<file path="src/rtl/core/pdwf_pkg.sv">
// Shared types, codes and constants for the wall-follow obstacle controller.
package pdwf_pkg;

  localparam int CQ_DEPTH = 4;
  localparam int CQ_AW    = 2;
  localparam int RQ_DEPTH = 8;
  localparam int RQ_AW    = 3;

  typedef enum logic [2:0] {
    REG_OP_MODE       = 3'd0,
    REG_GAIN_P        = 3'd1,
    REG_GAIN_I        = 3'd2,
    REG_GAIN_D        = 3'd3,
    REG_FRONT_STOP    = 3'd4,
    REG_DYNAMIC_STOP  = 3'd5,
    REG_APPROACH_LIM  = 3'd6,
    REG_MAX_VALID     = 3'd7
  } reg_index_t;

  localparam logic [1:0] MODE_INVALID  = 2'd0;
  localparam logic [1:0] MODE_STRAIGHT = 2'd1;
  localparam logic [1:0] MODE_ZIGZAG   = 2'd2;
  localparam logic [1:0] MODE_DYNAMIC  = 2'd3;

  localparam logic [2:0] ACT_FOLLOW       = 3'd0;
  localparam logic [2:0] ACT_ESCAPE_LEFT  = 3'd1;
  localparam logic [2:0] ACT_ESCAPE_RIGHT = 3'd2;
  localparam logic [2:0] ACT_STOP_HOLD    = 3'd3;
  localparam logic [2:0] ACT_RESUME       = 3'd4;
  localparam logic [2:0] ACT_INVALID      = 3'd5;

  localparam logic [10:0] STEER_CENTRE     = 11'd1500;
  localparam logic [10:0] STEER_FULL_LEFT  = 11'd2000;
  localparam logic [10:0] STEER_FULL_RIGHT = 11'd1000;
  localparam logic [10:0] STEER_SOFT_LEFT  = 11'd1750;
  localparam logic [10:0] STEER_SOFT_RIGHT = 11'd1250;

  localparam logic [4:0] MOTOR_OFF   = 5'd0;
  localparam logic [4:0] MOTOR_CREEP = 5'd7;
  localparam logic [4:0] MOTOR_SLOW  = 5'd10;
  localparam logic [4:0] MOTOR_FAST  = 5'd20;

  // 1000 mm in Q12.4
  localparam logic [15:0] FILTER_RESET = 16'd16000;
  // floor(x/5) = (x * 419431) >> 21, exact for x below 699050
  localparam logic [18:0] DIV5_RECIP = 19'd419431;

  localparam logic signed [9:0]  PD_SUM_LIM = 10'sd400;
  localparam logic signed [26:0] PD_ACC_LIM = 27'sd102400;

  typedef struct packed {
    logic [1:0]  op_mode;
    logic [9:0]  gain_p;
    logic [9:0]  gain_i;
    logic [9:0]  gain_d;
    logic [11:0] static_stop_mm;
    logic [11:0] dynamic_stop_mm;
    logic [11:0] approach_limit_mm;
    logic [11:0] max_valid_mm;
  } cfg_t;

  // classified tick, front to back
  typedef struct packed {
    logic        run_pd;
    logic        clear_mem;
    logic        dbl;
    logic        go_left;
    logic [10:0] steer;
    logic [4:0]  fwd;
    logic [4:0]  rev;
    logic [2:0]  action;
    logic        hold;
    logic [11:0] left_mm;
    logic [11:0] right_mm;
    logic [11:0] filt_mm;
  } cmd_t;

  // one result queue word; dbl expands into a stop word and a resume word
  typedef struct packed {
    logic [10:0]        steer;
    logic [4:0]         fwd;
    logic [4:0]         rev;
    logic [2:0]         action;
    logic               hold;
    logic signed [9:0]  corr;
    logic [11:0]        filt_mm;
    logic               dbl;
    logic               go_left;
  } res_t;

  function automatic logic [11:0] side_mm(input logic [9:0] cm, input logic [11:0] max_mm);
    logic [13:0] mm;
    mm = {1'b0, cm, 3'b000} + {3'b000, cm, 1'b0};
    if (mm == 14'd0 || mm > {2'b00, max_mm}) begin
      return max_mm;
    end
    return mm[11:0];
  endfunction

endpackage

</file>
<file path="src/rtl/core/pdwf_front.sv">
// Front end: takes sensor words, runs the range filter and classifies each tick.
module pdwf_front import pdwf_pkg::*; (
  input  logic             clk,
  input  logic             rst,
  input  cfg_t             cfg,
  input  logic             push,
  output logic             full,
  input  logic [15:0]      front_raw_mm,
  input  logic [9:0]       left_echo_cm,
  input  logic [9:0]       right_echo_cm,
  input  logic [CQ_AW:0]   cq_count,
  output logic             cq_push,
  output cmd_t             cq_wdata
);

  logic        accept;
  logic        raw_ok;
  logic [15:0] raw_q;
  logic [18:0] filt_sum;
  logic [37:0] filt_prod;
  logic [15:0] filt_new;

  logic        filter;
  logic [15:0] filt;
  logic [15:0] front_prev;
  logic        a_v;
  logic [15:0] a_filt;
  logic [11:0] a_left;
  logic [11:0] a_right;

  logic        go_left;
  logic        near_static;
  logic        near_dyn;
  logic        closing;

  // a stage-A word always has a queue slot reserved
  assign full   = ({1'b0, cq_count} + {3'b000, a_v}) >= 4'(CQ_DEPTH);
  assign accept = push && !full;
  assign filter = accept;

  assign raw_ok    = (front_raw_mm != 16'd0) && (front_raw_mm <= {4'b0000, cfg.max_valid_mm});
  assign raw_q     = raw_ok ? {front_raw_mm[11:0], 4'b0000} : filt;
  assign filt_sum  = {3'b000, filt} + {1'b0, raw_q, 2'b00} + 19'd2;
  assign filt_prod = 38'(filt_sum) * 38'(DIV5_RECIP);
  assign filt_new  = filt_prod[36:21];

  always_ff @(posedge clk) begin
    if (rst) begin
      filt <= FILTER_RESET;
      a_v  <= 1'b0;
    end else begin
      a_v <= accept;
      if (filter) begin
        filt <= filt_new;
      end
    end
  end

  always_ff @(posedge clk) begin
    if (accept) begin
      a_filt  <= filt_new;
      a_left  <= side_mm(left_echo_cm, cfg.max_valid_mm);
      a_right <= side_mm(right_echo_cm, cfg.max_valid_mm);
    end
  end

  assign go_left     = a_left > a_right;
  assign near_static = a_filt < {cfg.static_stop_mm, 4'b0000};
  assign near_dyn    = a_filt < {cfg.dynamic_stop_mm, 4'b0000};
  assign closing     = (front_prev > a_filt) &&
                       ((front_prev - a_filt) > {cfg.approach_limit_mm, 4'b0000});

  always_comb begin
    cq_wdata           = '0;
    cq_wdata.go_left   = go_left;
    cq_wdata.left_mm   = a_left;
    cq_wdata.right_mm  = a_right;
    cq_wdata.filt_mm   = a_filt[15:4];
    cq_wdata.steer     = STEER_CENTRE;
    cq_wdata.fwd       = MOTOR_OFF;
    cq_wdata.rev       = MOTOR_OFF;
    cq_wdata.action    = ACT_INVALID;
    case (cfg.op_mode)
      MODE_STRAIGHT, MODE_ZIGZAG: begin
        if (near_static) begin
          cq_wdata.clear_mem = 1'b1;
          cq_wdata.rev       = MOTOR_CREEP;
          cq_wdata.action    = go_left ? ACT_ESCAPE_LEFT : ACT_ESCAPE_RIGHT;
          if (cfg.op_mode == MODE_STRAIGHT) begin
            cq_wdata.steer = go_left ? STEER_SOFT_LEFT : STEER_SOFT_RIGHT;
          end else begin
            cq_wdata.steer = go_left ? STEER_FULL_LEFT : STEER_FULL_RIGHT;
          end
        end else begin
          cq_wdata.run_pd = 1'b1;
          cq_wdata.action = ACT_FOLLOW;
          cq_wdata.fwd    = (cfg.op_mode == MODE_STRAIGHT) ? MOTOR_FAST : MOTOR_SLOW;
        end
      end
      MODE_DYNAMIC: begin
        if (near_dyn || closing) begin
          cq_wdata.clear_mem = 1'b1;
          cq_wdata.dbl       = 1'b1;
          cq_wdata.hold      = 1'b1;
          cq_wdata.action    = ACT_STOP_HOLD;
        end else begin
          cq_wdata.run_pd = 1'b1;
          cq_wdata.action = ACT_FOLLOW;
          cq_wdata.fwd    = MOTOR_SLOW;
        end
      end
      default: begin
        cq_wdata.action = ACT_INVALID;
      end
    endcase
  end

  assign cq_push = a_v;

  // approach rate tracks only in the dynamic mode
  always_ff @(posedge clk) begin
    if (rst) begin
      front_prev <= FILTER_RESET;
    end else if (a_v && cfg.op_mode == MODE_DYNAMIC) begin
      front_prev <= a_filt;
    end
  end

endmodule

</file>
<file path="src/rtl/core/pdwf_cmd_q.sv">
// Short queue of classified ticks between the front end and the controller.
module pdwf_cmd_q import pdwf_pkg::*; (
  input  logic           clk,
  input  logic           rst,
  input  logic           push,
  input  cmd_t           wdata,
  input  logic           pop,
  output cmd_t           rdata,
  output logic [CQ_AW:0] count,
  output logic           empty
);

  cmd_t             mem [CQ_DEPTH];
  logic [CQ_AW-1:0] wr_ptr;
  logic [CQ_AW-1:0] rd_ptr;

  assign empty = (count == '0);
  assign rdata = mem[rd_ptr];

  always_ff @(posedge clk) begin
    if (push) begin
      mem[wr_ptr] <= wdata;
    end
  end

  always_ff @(posedge clk) begin
    if (rst) begin
      wr_ptr <= '0;
      rd_ptr <= '0;
      count  <= '0;
    end else begin
      if (push) begin
        wr_ptr <= wr_ptr + 1'b1;
      end
      if (pop) begin
        rd_ptr <= rd_ptr + 1'b1;
      end
      count <= count + (CQ_AW+1)'(push) - (CQ_AW+1)'(pop);
    end
  end

endmodule

</file>
<file path="src/rtl/core/pdwf_back.sv">
// Back end: PD controller pipeline, result queue and stop/resume expansion.
module pdwf_back import pdwf_pkg::*; (
  input  logic               clk,
  input  logic               rst,
  input  cfg_t               cfg,
  input  logic               cq_empty,
  input  cmd_t               cmd,
  output logic               cq_pop,
  output logic               empty,
  input  logic               pop,
  output logic [10:0]        steer_us,
  output logic [4:0]         forward_ms,
  output logic [4:0]         reverse_ms,
  output logic [2:0]         action,
  output logic               hold_pause,
  output logic signed [9:0]  correction_us,
  output logic [11:0]        front_filtered_mm,
  output logic               last
);

  logic signed [9:0]  err_sum;
  logic signed [12:0] err_prev;

  logic signed [12:0] e;
  logic signed [13:0] sum_raw;
  logic signed [9:0]  sum_sat;
  logic signed [13:0] d;

  logic               s1_v;
  cmd_t               s1_cmd;
  logic signed [12:0] s1_e;
  logic signed [9:0]  s1_sum;
  logic signed [13:0] s1_d;

  logic               s2_v;
  cmd_t               s2_cmd;
  logic signed [24:0] s2_pp;
  logic signed [24:0] s2_pi;
  logic signed [24:0] s2_pd;

  logic signed [26:0] acc;
  logic signed [26:0] acc_sat;
  logic signed [26:0] acc_div;

  logic               s3_v;
  cmd_t               s3_cmd;
  logic signed [9:0]  s3_corr;

  logic signed [11:0] steer_s;
  res_t               rq_wdata;
  res_t               rq_mem [RQ_DEPTH];
  res_t               head;
  logic [RQ_AW-1:0]   rq_wr;
  logic [RQ_AW-1:0]   rq_rd;
  logic [RQ_AW:0]     rq_count;
  logic               rq_pop;
  logic               phase;
  logic [RQ_AW+1:0]   inflight;

  // every word in the pipe has a result slot reserved
  assign inflight = {1'b0, rq_count} + (RQ_AW+2)'(s1_v) + (RQ_AW+2)'(s2_v)
                  + (RQ_AW+2)'(s3_v);
  assign cq_pop   = !cq_empty && (inflight < (RQ_AW+2)'(RQ_DEPTH));

  // stage 1: error terms and controller memory
  assign e       = $signed({1'b0, cmd.left_mm}) - $signed({1'b0, cmd.right_mm});
  assign sum_raw = 14'(err_sum) + 14'(e);
  assign d       = 14'(e) - 14'(err_prev);

  always_comb begin
    if (sum_raw > 14'(PD_SUM_LIM)) begin
      sum_sat = PD_SUM_LIM;
    end else if (sum_raw < -14'(PD_SUM_LIM)) begin
      sum_sat = -PD_SUM_LIM;
    end else begin
      sum_sat = sum_raw[9:0];
    end
  end

  always_ff @(posedge clk) begin
    if (rst) begin
      err_sum  <= '0;
      err_prev <= '0;
      s1_v     <= 1'b0;
      s2_v     <= 1'b0;
      s3_v     <= 1'b0;
    end else begin
      s1_v <= cq_pop;
      s2_v <= s1_v;
      s3_v <= s2_v;
      if (cq_pop) begin
        if (cmd.clear_mem) begin
          err_sum  <= '0;
          err_prev <= '0;
        end else if (cmd.run_pd) begin
          err_sum  <= sum_sat;
          err_prev <= e;
        end
      end
    end
  end

  always_ff @(posedge clk) begin
    s1_cmd <= cmd;
    s1_e   <= e;
    s1_sum <= sum_sat;
    s1_d   <= d;
    // stage 2: the three gain products
    s2_cmd <= s1_cmd;
    s2_pp  <= 25'($signed({1'b0, cfg.gain_p})) * 25'(s1_e);
    s2_pi  <= 25'($signed({1'b0, cfg.gain_i})) * 25'(s1_sum);
    s2_pd  <= 25'($signed({1'b0, cfg.gain_d})) * 25'(s1_d);
    // stage 3: sum, clamp, scale
    s3_cmd  <= s2_cmd;
    s3_corr <= acc_div[9:0];
  end

  assign acc = 27'(s2_pp) + 27'(s2_pi) + 27'(s2_pd);

  always_comb begin
    if (acc > PD_ACC_LIM) begin
      acc_sat = PD_ACC_LIM;
    end else if (acc < -PD_ACC_LIM) begin
      acc_sat = -PD_ACC_LIM;
    end else begin
      acc_sat = acc;
    end
  end

  // Q.8 to whole us, truncating toward zero
  assign acc_div = acc_sat[26] ? ((acc_sat + 27'sd255) >>> 8) : (acc_sat >>> 8);

  assign steer_s = $signed({1'b0, STEER_CENTRE}) + 12'(s3_corr);

  always_comb begin
    rq_wdata.steer   = s3_cmd.run_pd ? steer_s[10:0] : s3_cmd.steer;
    rq_wdata.fwd     = s3_cmd.fwd;
    rq_wdata.rev     = s3_cmd.rev;
    rq_wdata.action  = s3_cmd.action;
    rq_wdata.hold    = s3_cmd.hold;
    rq_wdata.corr    = s3_cmd.run_pd ? s3_corr : 10'sd0;
    rq_wdata.filt_mm = s3_cmd.filt_mm;
    rq_wdata.dbl     = s3_cmd.dbl;
    rq_wdata.go_left = s3_cmd.go_left;
  end

  always_ff @(posedge clk) begin
    if (s3_v) begin
      rq_mem[rq_wr] <= rq_wdata;
    end
  end

  // a double word shows the stop word first, then the resume word
  assign head   = rq_mem[rq_rd];
  assign empty  = (rq_count == '0);
  assign rq_pop = pop && !empty && (!head.dbl || phase);

  always_ff @(posedge clk) begin
    if (rst) begin
      rq_wr    <= '0;
      rq_rd    <= '0;
      rq_count <= '0;
      phase    <= 1'b0;
    end else begin
      if (s3_v) begin
        rq_wr <= rq_wr + 1'b1;
      end
      if (rq_pop) begin
        rq_rd <= rq_rd + 1'b1;
        phase <= 1'b0;
      end else if (pop && !empty) begin
        phase <= 1'b1;
      end
      rq_count <= rq_count + (RQ_AW+1)'(s3_v) - (RQ_AW+1)'(rq_pop);
    end
  end

  always_comb begin
    if (head.dbl && phase) begin
      steer_us      = head.go_left ? STEER_SOFT_LEFT : STEER_SOFT_RIGHT;
      forward_ms    = MOTOR_CREEP;
      reverse_ms    = MOTOR_OFF;
      action        = ACT_RESUME;
      hold_pause    = 1'b0;
      correction_us = 10'sd0;
    end else begin
      steer_us      = head.steer;
      forward_ms    = head.fwd;
      reverse_ms    = head.rev;
      action        = head.action;
      hold_pause    = head.hold;
      correction_us = head.corr;
    end
  end

  assign front_filtered_mm = head.filt_mm;
  assign last              = !head.dbl || phase;

endmodule

</file>
<file path="src/rtl/core/pd_wall_follow_obstacle_fsm_unit.sv">
// Wall-following PD steering with front obstacle stop: top level.
// A pushed tick passes stage A, the command queue, the controller stages and the
// result queue. Throughput: one tick per cycle unless full; a stop/resume tick
// holds the output for two pops. The front filter (add and reciprocal multiply)
// loops on filt; the PD memory update loops in the controller's first stage.
// Synchronous reset restores register defaults, filter state and empties both queues.
module pd_wall_follow_obstacle_fsm_unit import pdwf_pkg::*; (
  input  logic               clk,
  input  logic               rst,
  input  logic               cfg_valid,
  output logic               cfg_ready,
  input  logic [2:0]         cfg_index,
  input  logic [11:0]        cfg_data,
  input  logic               push,
  output logic               full,
  input  logic [15:0]        front_raw_mm,
  input  logic [9:0]         left_echo_cm,
  input  logic [9:0]         right_echo_cm,
  output logic               empty,
  input  logic               pop,
  output logic [10:0]        steer_us,
  output logic [4:0]         forward_ms,
  output logic [4:0]         reverse_ms,
  output logic [2:0]         action,
  output logic               hold_pause,
  output logic signed [9:0]  correction_us,
  output logic [11:0]        front_filtered_mm,
  output logic               last
);

  cfg_t           cfg;
  logic           cq_push;
  cmd_t           cq_wdata;
  logic           cq_pop;
  cmd_t           cq_rdata;
  logic [CQ_AW:0] cq_count;
  logic           cq_empty;

  assign cfg_ready = 1'b1;

  always_ff @(posedge clk) begin
    if (rst) begin
      cfg.op_mode           <= MODE_STRAIGHT;
      cfg.gain_p            <= 10'd179;
      cfg.gain_i            <= 10'd0;
      cfg.gain_d            <= 10'd90;
      cfg.static_stop_mm    <= 12'd250;
      cfg.dynamic_stop_mm   <= 12'd350;
      cfg.approach_limit_mm <= 12'd80;
      cfg.max_valid_mm      <= 12'd1200;
    end else if (cfg_valid && cfg_ready) begin
      case (reg_index_t'(cfg_index))
        REG_OP_MODE:      cfg.op_mode           <= cfg_data[1:0];
        REG_GAIN_P:       cfg.gain_p            <= cfg_data[9:0];
        REG_GAIN_I:       cfg.gain_i            <= cfg_data[9:0];
        REG_GAIN_D:       cfg.gain_d            <= cfg_data[9:0];
        REG_FRONT_STOP:   cfg.static_stop_mm    <= cfg_data;
        REG_DYNAMIC_STOP: cfg.dynamic_stop_mm   <= cfg_data;
        REG_APPROACH_LIM: cfg.approach_limit_mm <= cfg_data;
        REG_MAX_VALID:    cfg.max_valid_mm      <= cfg_data;
        default: ;
      endcase
    end
  end

  pdwf_front u_front (
    .clk           (clk),
    .rst           (rst),
    .cfg           (cfg),
    .push          (push),
    .full          (full),
    .front_raw_mm  (front_raw_mm),
    .left_echo_cm  (left_echo_cm),
    .right_echo_cm (right_echo_cm),
    .cq_count      (cq_count),
    .cq_push       (cq_push),
    .cq_wdata      (cq_wdata)
  );

  pdwf_cmd_q u_cmd_q (
    .clk   (clk),
    .rst   (rst),
    .push  (cq_push),
    .wdata (cq_wdata),
    .pop   (cq_pop),
    .rdata (cq_rdata),
    .count (cq_count),
    .empty (cq_empty)
  );

  pdwf_back u_back (
    .clk               (clk),
    .rst               (rst),
    .cfg               (cfg),
    .cq_empty          (cq_empty),
    .cmd               (cq_rdata),
    .cq_pop            (cq_pop),
    .empty             (empty),
    .pop               (pop),
    .steer_us          (steer_us),
    .forward_ms        (forward_ms),
    .reverse_ms        (reverse_ms),
    .action            (action),
    .hold_pause        (hold_pause),
    .correction_us     (correction_us),
    .front_filtered_mm (front_filtered_mm),
    .last              (last)
  );

  a_cq_no_overflow: assert property (@(posedge clk) disable iff (rst)
    cq_push |-> (cq_count < (CQ_AW+1)'(CQ_DEPTH)) || cq_pop)
    else $error("command queue overflow");

  a_cq_no_underflow: assert property (@(posedge clk) disable iff (rst)
    cq_pop |-> !cq_empty)
    else $error("command queue popped while empty");

  a_first_is_stop: assert property (@(posedge clk) disable iff (rst)
    (!empty && !last) |-> (action == ACT_STOP_HOLD && hold_pause))
    else $error("non-final word is not a stop-and-hold");

  a_resume_follows: assert property (@(posedge clk) disable iff (rst)
    (pop && !empty && !last) |=> (!empty && last && action == ACT_RESUME))
    else $error("resume word missing after stop word");

endmodule
</file>
<file path="config.mk">
export PLATFORM = sky130hd
export DESIGN_NAME = pd_wall_follow_obstacle_fsm_unit
export DESIGN_NICKNAME = d
export VERILOG_FILES = /design/src/rtl/core/pdwf_pkg.sv /design/src/rtl/core/pdwf_front.sv /design/src/rtl/core/pdwf_cmd_q.sv /design/src/rtl/core/pdwf_back.sv /design/src/rtl/core/pd_wall_follow_obstacle_fsm_unit.sv
export SDC_FILE = /design/constraint.sdc
export NUM_CORES = 2
export LEC_CHECK = 0
export BUFFER_PORTS_ARGS = -buffer_cell sky130_fd_sc_hd__buf_2
export CORE_AREA = 2 2 413 496
export CTS_BUF_LIST = sky130_fd_sc_hd__clkbuf_8
export DETAILED_ROUTE_END_ITERATION = 8
export DIE_AREA = 0 0 415 498
export GPL_ROUTABILITY_DRIVEN = 0
export RECOVER_POWER = 25
export SLEW_MARGIN = 20
export SYNTH_ARGS = -nofsm -noshare
export SYNTH_HDL_FRONTEND = slang
export SYNTH_SLANG_ARGS = --single-unit
</file>
<file path="constraint.sdc">
create_clock -name clk -period 25.2 [get_ports clk]
set_input_delay 2.52 -clock clk [delete_from_list [all_inputs] [get_ports clk]]
set_output_delay 2.52 -clock clk [all_outputs]
set_load 0.02 [all_outputs]
</file>
# Word level (Yosys, flattened, before mapping)
# Memories as Yosys holds them, arrays and structs flattened. A register that Yosys moved wholly into a read port is not among the register bits.
# Cells that the tools add are included.
# op_classes
addsub	24
magnitude_cmp	14
reduce_logical	34
n_mul	4
mux	58
eq_ne	10
# op_table
op	count
2-to-1 mux 10 bit	9
2-to-1 mux 11 bit	6
2-to-1 mux 27 bit	2
2-to-1 mux 12 bit	4
multiplier 19 x 19 -> 37 bit, second input constant	1
> comparator 16 bit	2
less-than comparator 16 bit	2
adder 13 x 11 -> 14 bit	2
> comparator 14 x 12 -> 1 bit	2
logical NOT 14 bit	2
adder 26 x 25 -> 27 bit	1
> comparator 27 x 18 -> 1 bit, second input constant	1
less-than comparator 27 x 18 -> 1 bit, second input constant	1
2-to-1 mux 13 bit	2
adder 24 x 21 -> 25 bit	1
multiplier 11 x 14 -> 25 bit	1
multiplier 11 x 13 -> 24 bit	1
multiplier 11 x 10 -> 21 bit	1
2-to-1 mux 5 bit	4
adder 16 x 18 -> 19 bit	1
adder 19 x 2 -> 19 bit, second input constant	1
adder 18 x 9 -> 18 bit, second input constant	1
2-to-1 mux 3 bit	6
AND reduction 2 bit	9
40 further kinds	81
# word_totals
mem_count	2
ff_bits	434
wordCells	206
input_bits	56
out_inout_bits	51
ramBits	644
# memory_table
name	words	width	read_ports	rd_clocked_by_memory_dff	wr	line_no	text
u_back.rq_mem	8	49	1	1	1	pdwf_back.sv:51	res_t rq_mem [RQ_DEPTH];
u_cmd_q.mem	4	63	1	1	1	pdwf_cmd_q.sv:13	cmd_t mem [CQ_DEPTH];

# Logic depth before layout (Yosys ltp)
# depth
depth_word	7
ltp_mapped	43
ltp_nobuf	42

# Cells and area by module
# From an unflattened synthesis, not the netlist that was laid out.
# hier_totals
hier_cells	5310
hier_area_um2	65770.6
# by_module_without_submodules
mod	seq_area_each_um2	area_each_um2	instances	cells_each
pdwf_back	17316.6	39120.0	1	3130
pdwf_front	1861.8	13594.3	1	1500
pdwf_cmd_q	7987.7	9857.0	1	380
pd_wall_follow_obstacle_fsm_unit	1601.5	3199.3	1	300

# Worst setup path after synthesis
# Ideal clock, no wire load.
# synth_timing
path_kind	input to register
start	input port front_raw_mm[1]
end	register u_front.filt[14]
setup_ns	0.058
cell_stages	41
arrival_time_ns	12.183
required_time_ns	25.142
n_path_buf	1
slack_ns	12.959
path_cell_list	ha_1 -> nor2b_1 -> o21a_1 -> o21ai_0 -> a211o_1 -> o21ai_0 -> a21oi_1 -> clkbuf_1 -> nor2b_1 -> ha_1 -> a21o_1 -> a21oi_1 -> o21bai_1 -> o311ai_0 -> nand3_1 -> o41ai_1 -> o21bai_1 -> a21oi_1 -> (+5 left out) -> inv_1 -> fa_1 -> fa_1 -> inv_1 -> fa_1 -> inv_1 -> ha_1 -> a211oi_1 -> o211ai_1 -> nor3_1 -> a211oi_1 -> o21ai_0 -> o211a_1 -> o21ai_0 -> a211oi_1 -> o21bai_1 -> nor4b_1 -> a211o_1
# synth_via
elab_chain_cells	6
elab_cells_between_ends	7
classes_between	add/sub (2); mul (1); order compare (1); mux (1); reduce/logical (2)
# synth_lines
item	line_no	text
start: declaration	pd_wall_follow_obstacle_fsm_unit.sv:16	input logic [15:0] front_raw_mm,
<= comparator 16 x 12 -> 1 bit or nonzero test 16 bit (tied branches)	pdwf_front.sv:41	assign raw_ok = (front_raw_mm != 16'd0) && (front_raw_mm <= {4'b0000, cfg.max_valid_mm});
logical AND 1 bit	pdwf_front.sv:41	
2-to-1 mux 16 bit *	pdwf_front.sv:42	assign raw_q = raw_ok ? {front_raw_mm[11:0], 4'b0000} : filt;
adder 16 x 18 -> 19 bit *	pdwf_front.sv:43	assign filt_sum = {3'b000, filt} + {1'b0, raw_q, 2'b00} + 19'd2;
adder 19 x 2 -> 19 bit *	pdwf_front.sv:43	
multiplier 19 x 19 -> 37 bit *	pdwf_front.sv:44	assign filt_prod = 38'(filt_sum) * 38'(DIV5_RECIP);
end signal: assignment	pdwf_front.sv:54	filt <= filt_new;
end: declaration	pdwf_front.sv:24	logic [15:0] filt;
# Mark *: on every way between the ends. The rest lies on a longest branch, timed or not.
# A chain may end at the register's enable or synchronous reset.

# Final worst setup path
# Same ends and word-level chain as after synthesis.

==> flow_summary.html <==
<table>
<tr><th>Metric</th><th>Value</th></tr>
<tr><th colspan="2">Run status</th></tr>
<tr><td>Outcome</td><td>finished, final reports clean</td></tr>
<tr><th colspan="2">Min path</th></tr>
<tr><td>Hold path depth</td><td>0</td></tr>
<tr><td>Type of the most critical hold path</td><td>reg2reg</td></tr>
<tr><th colspan="2">Worst setup path</th></tr>
<tr><td>Arrival time of data at the critical path endpoint</td><td>13.07 ns</td></tr>
<tr><td>Category of the most critical setup path</td><td>in2reg</td></tr>
<tr><td>Required time of the critical path</td><td>26.04 ns</td></tr>
<tr><td>Critical Path Most Common Cell</td><td>sky130_fd_sc_hd__fa_1</td></tr>
<tr><td>Number of cells traversed by the worst register-to-register path</td><td>41</td></tr>
<tr><td>Number of buffer and inverter stages on the critical path</td><td>6</td></tr>
<tr><td>Sort of element at the start of the critical path</td><td>input pin</td></tr>
<tr><td>Crit-path leading delay family</td><td>compound AO/OA/AOI/OAI gates</td></tr>
<tr><td>Type of destination of the critical path</td><td>flip-flop</td></tr>
<tr><td>Slowest CP cell</td><td>sky130_fd_sc_hd__o41ai_1</td></tr>
<tr><td>Crit path max fanout</td><td>17</td></tr>
<tr><td>Logic depth of the worst setup path including buffers</td><td>41</td></tr>
<tr><td>Largest incremental delay on the critical path</td><td>0.79 ns</td></tr>
<tr><th colspan="2">Global route</th></tr>
<tr><td>GR Util All Layers</td><td>13.8%</td></tr>
<tr><td>Remaining global-route overflow</td><td>0</td></tr>
<tr><td>Vias in the first global route</td><td>39,900</td></tr>
<tr><td>Maximum number of pins on one net before global-route repair</td><td>95</td></tr>
<tr><td>Wire length of the first global-routing pass</td><td>225 mm</td></tr>
<tr><td>Antenna violations before repair</td><td>4</td></tr>
<tr><th colspan="2">Layout</th></tr>
<tr><td>Most common cell after layout, fill and taps aside</td><td>sky130_fd_sc_hd__inv_1</td></tr>
<tr><td>Commonest cells after routing, fill and taps aside</td><td>sky130_fd_sc_hd__inv_1 (818), sky130_fd_sc_hd__edfxtp_1 (576), sky130_fd_sc_hd__ha_1 (570)</td></tr>
<tr><td>Total of fill cells in the finished design</td><td>20,200</td></tr>
<tr><td>Fraction of final layout cells with drive strength greater than 1</td><td>10.8%</td></tr>
<tr><td>Post-layout utilization of the core</td><td>33.2%</td></tr>
<tr><td>Final #Nets</td><td>6,370</td></tr>
<tr><td>Area grow syn2layout</td><td>11.4%</td></tr>
<tr><th colspan="2">Yosys</th></tr>
<tr><td>Share of synthesized flip-flops with an asynchronous set or reset</td><td>0%</td></tr>
<tr><td>FF+latch count, synth</td><td>942</td></tr>
<tr><td>Number of instances in the synthesized netlist</td><td>5,164</td></tr>
<tr><td>Main synth FF type</td><td>sky130_fd_sc_hd__edfxtp_1</td></tr>
<tr><td>Mean area per synthesized cell</td><td>11.7 µm²</td></tr>
<tr><td>Ys Warns</td><td>0</td></tr>
<tr><td>Portion of the post-synthesis area used by sequential elements</td><td>40.9%</td></tr>
<tr><td>Number of flops mapped to enable cells by yosys</td><td>576</td></tr>
<tr><td>Library cells used by synthesis</td><td>89</td></tr>
<tr><td>Summed instance area of the synthesized netlist</td><td>60,200 µm²</td></tr>
<tr><th colspan="2">Die</th></tr>
<tr><td>Core area</td><td>202,000 µm²</td></tr>
<tr><td>Starting density of the core</td><td>29.8%</td></tr>
<tr><td>Area of the die</td><td>207,000 µm²</td></tr>
<tr><td>Die height</td><td>498 µm</td></tr>
<tr><td>Overall die width</td><td>415 µm</td></tr>
<tr><td>Number of placement rows</td><td>181</td></tr>
<tr><td>I/O pin cnt</td><td>107</td></tr>
<tr><th colspan="2">Run</th></tr>
<tr><td>Maxcap violations</td><td>0</td></tr>
<tr><th colspan="2">Timing</th></tr>
<tr><td>Max-slew violation total from the final report</td><td>0</td></tr>
<tr><td>Worst clock skew</td><td>0.0578 ns</td></tr>
<tr><td>Period Utilization, post-route</td><td>48.5%</td></tr>
<tr><td>WHS</td><td>0.311 ns</td></tr>
<tr><td>Final hold violations</td><td>0</td></tr>
<tr><td>Fmax</td><td>81.8 MHz</td></tr>
<tr><td>Tmin final</td><td>12.23 ns</td></tr>
<tr><td>Worst slew slack as a fraction of its limit</td><td>26.1%</td></tr>
<tr><td>Setup repair after global routing missed its margin</td><td>false</td></tr>
<tr><td>Worst Max-Slew Pin Slew</td><td>1.11 ns</td></tr>
<tr><td>Final setup violation count</td><td>0</td></tr>
<tr><td>Total Negative Setup Slacks</td><td>0 ns</td></tr>
<tr><th colspan="2">Clocking</th></tr>
<tr><td>TritonCTS Buffers</td><td>156</td></tr>
<tr><td>Clock latency on the worst-skew pair</td><td>0.90 ns</td></tr>
<tr><td>Clock transition at the registers of the reported paths</td><td>0.06 ns</td></tr>
<tr><td>Sink Count</td><td>942</td></tr>
<tr><td>Buffers inserted by post-CTS timing repair</td><td>0</td></tr>
<tr><td>Clock tree from TritonCTS</td><td>yes</td></tr>
<tr><td>CTS H-Tree Depth</td><td>4</td></tr>
<tr><td>Post-cts resize count</td><td>0</td></tr>
<tr><td>Clock root cell</td><td>sky130_fd_sc_hd__clkbuf_8</td></tr>
<tr><td>Clock tree buffer depth</td><td>3</td></tr>
<tr><td>Hold bufs inserted after CTS</td><td>0</td></tr>
<tr><th colspan="2">Route</th></tr>
<tr><td>Count of nets left with antenna violations after detail routing</td><td>0</td></tr>
<tr><td>Post-DR wirelength/cell</td><td>17.6 µm</td></tr>
<tr><td>Aggregate routed wire length</td><td>143 mm</td></tr>
<tr><td>TritonRoute pass-1 iters</td><td>6</td></tr>
<tr><td>Detailed-route vias per instance</td><td>4.68</td></tr>
<tr><td>Drt first-iter violations</td><td>2,268</td></tr>
<tr><td>Total via count in the routed design</td><td>37,900</td></tr>
<tr><td>Post-route DRC violation count</td><td>0</td></tr>
<tr><th colspan="2">Place</th></tr>
<tr><td>Port Buffer Count</td><td>103</td></tr>
<tr><td>Detail Placement HPWL</td><td>105 mm</td></tr>
</table>
Yosys cell counts, types with 15 or more instances:
| master | count | area, µm² |
|---|---|---|
| sky130_fd_sc_hd__nor2_1 | 230 | 863 |
| sky130_fd_sc_hd__nor3_1 | 57 | 285 |
| sky130_fd_sc_hd__mux2i_1 | 51 | 510 |
| sky130_fd_sc_hd__buf_1 | 20 | 75.1 |
| sky130_fd_sc_hd__o21bai_1 | 33 | 248 |
| sky130_fd_sc_hd__nor2b_1 | 53 | 332 |
| sky130_fd_sc_hd__dfxtp_1 | 366 | 7330 |
| sky130_fd_sc_hd__fa_1 | 446 | 8930 |
| sky130_fd_sc_hd__inv_1 | 766 | 2880 |
| sky130_fd_sc_hd__ha_1 | 570 | 7130 |
| sky130_fd_sc_hd__nand2b_1 | 40 | 250 |
| sky130_fd_sc_hd__mux4_2 | 134 | 3020 |
| sky130_fd_sc_hd__nand3_1 | 43 | 215 |
| sky130_fd_sc_hd__and2_1 | 238 | 1490 |
| sky130_fd_sc_hd__edfxtp_1 | 576 | 17300 |
| sky130_fd_sc_hd__a21boi_0 | 16 | 120 |
| sky130_fd_sc_hd__a21oi_1 | 221 | 1110 |
| sky130_fd_sc_hd__o21a_1 | 30 | 225 |
| sky130_fd_sc_hd__mux2_2 | 48 | 541 |
| sky130_fd_sc_hd__a211oi_1 | 15 | 113 |
| sky130_fd_sc_hd__a211o_1 | 30 | 263 |
| sky130_fd_sc_hd__xor2_1 | 74 | 648 |
| sky130_fd_sc_hd__xnor2_1 | 164 | 1440 |
| sky130_fd_sc_hd__clkbuf_1 | 126 | 473 |
| sky130_fd_sc_hd__o21ai_0 | 106 | 531 |
| sky130_fd_sc_hd__a21o_1 | 75 | 563 |
| sky130_fd_sc_hd__nand4_1 | 22 | 138 |
| sky130_fd_sc_hd__nand2_1 | 400 | 1500 |
area by class of cell:
cell class / instances / area, µm² / share of cell area, %
Tap cell: 2653 / 3320 / 4.95
Inverter: 767 / 2880 / 4.29
Antenna cell: 3 / 7.51 / 0.0112
Timing Repair Buffer: 131 / 728 / 1.09
Sequential cell: 942 / 24600 / 36.7
Clock buffer: 180 / 2480 / 3.69
Clock inverter: 110 / 816 / 1.22
Multi-Input combinational cell: 3300 / 32200 / 48.0
registers in the layout (all words and copies together) (netlist names), 4 cells and up, named ones only:
signal              cells
u_back.s2_pd           25
u_back.s3_corr         10
u_front.a_left         12
u_back.rq_mem         320
u_back.s1_e            13
u_cmd_q.mem           216
u_back.err_prev        13
u_back.s3_cmd           9
u_front.a_right        12
u_front.a_filt         16
u_back.s1_sum          10
u_back.rq_count         4
u_back.s2_pi           21
u_back.s1_cmd          29
cfg                    80
u_front.front_prev     16
u_front.filt           16
u_back.err_sum         10
u_back.rq_wdata        20
u_back.s2_cmd          29
u_back.s2_pp           24
u_back.s1_d            14
final timing paths:
check / start / end / slack [ns]
max: front_raw_mm[1] / u_front.filt[14]$_SDFFE_PP0P_ / 12.97
max reg2reg: cfg[1]$_SDFFE_PP0P_ / u_front.filt[14]$_SDFFE_PP0P_ / 14.15
min reg2reg: u_back.s1_cmd[5]$_DFF_P_ / u_back.s2_cmd[5]$_DFF_P_ / 0.31
min: u_back.s1_cmd[5]$_DFF_P_ / u_back.s2_cmd[5]$_DFF_P_ / 0.31
worst reg2reg max path, delay by kind of cell, from the launching register on:
kind | cells | cell delay, ns
buffers and inverters | 6 | 0.68
flip-flops | 1 | 0.37
XOR/XNOR | 1 | 0.26
AND/OR/NAND/NOR | 5 | 0.92
adder cells (fa/ha/maj) | 9 | 3.84
AO/OA/AOI/OAI | 20 | 4.92
layer usage:
| layer | track usage, % | wire length (µm) | share of wire [%] |
|---|---|---|---|
| met1 | 17.6 | 62400 | 44 |
| met4 | 4.97 | 4400 | 3.1 |
| met3 | 2.01 | 6260 | 4.4 |
| met5 | 0 | 0 | 0 |
| met2 | 23.6 | 69500 | 49 |
per-stage QoR:
step	cells	setup slack [ns]	area, µm²
finish	8086	12.97	67100
global route	8085	12.15	67100
CTS	8083	13.02	67100
detailed placement	7793	12.03	63800
global placement	7793	12.28	63800
floorplan	5165	12.96	60200
cell families after synthesis:
kind of cell | count (synthesis) | synth area share, %
AND/OR/NAND/NOR | 1164 | 9.43
flip-flops | 942 | 40.9
multiplexers | 233 | 6.75
AO/OA/AOI/OAI | 646 | 7.01
other | 2 | 0.0125
adder cells (fa/ha/maj) | 1016 | 26.7
buffers and inverters | 923 | 5.80
XOR/XNOR | 238 | 3.46
Power is left out: the tool's default activity adds up to more than one toggle a clock period on the data nets, which glitch-free logic cannot reach.
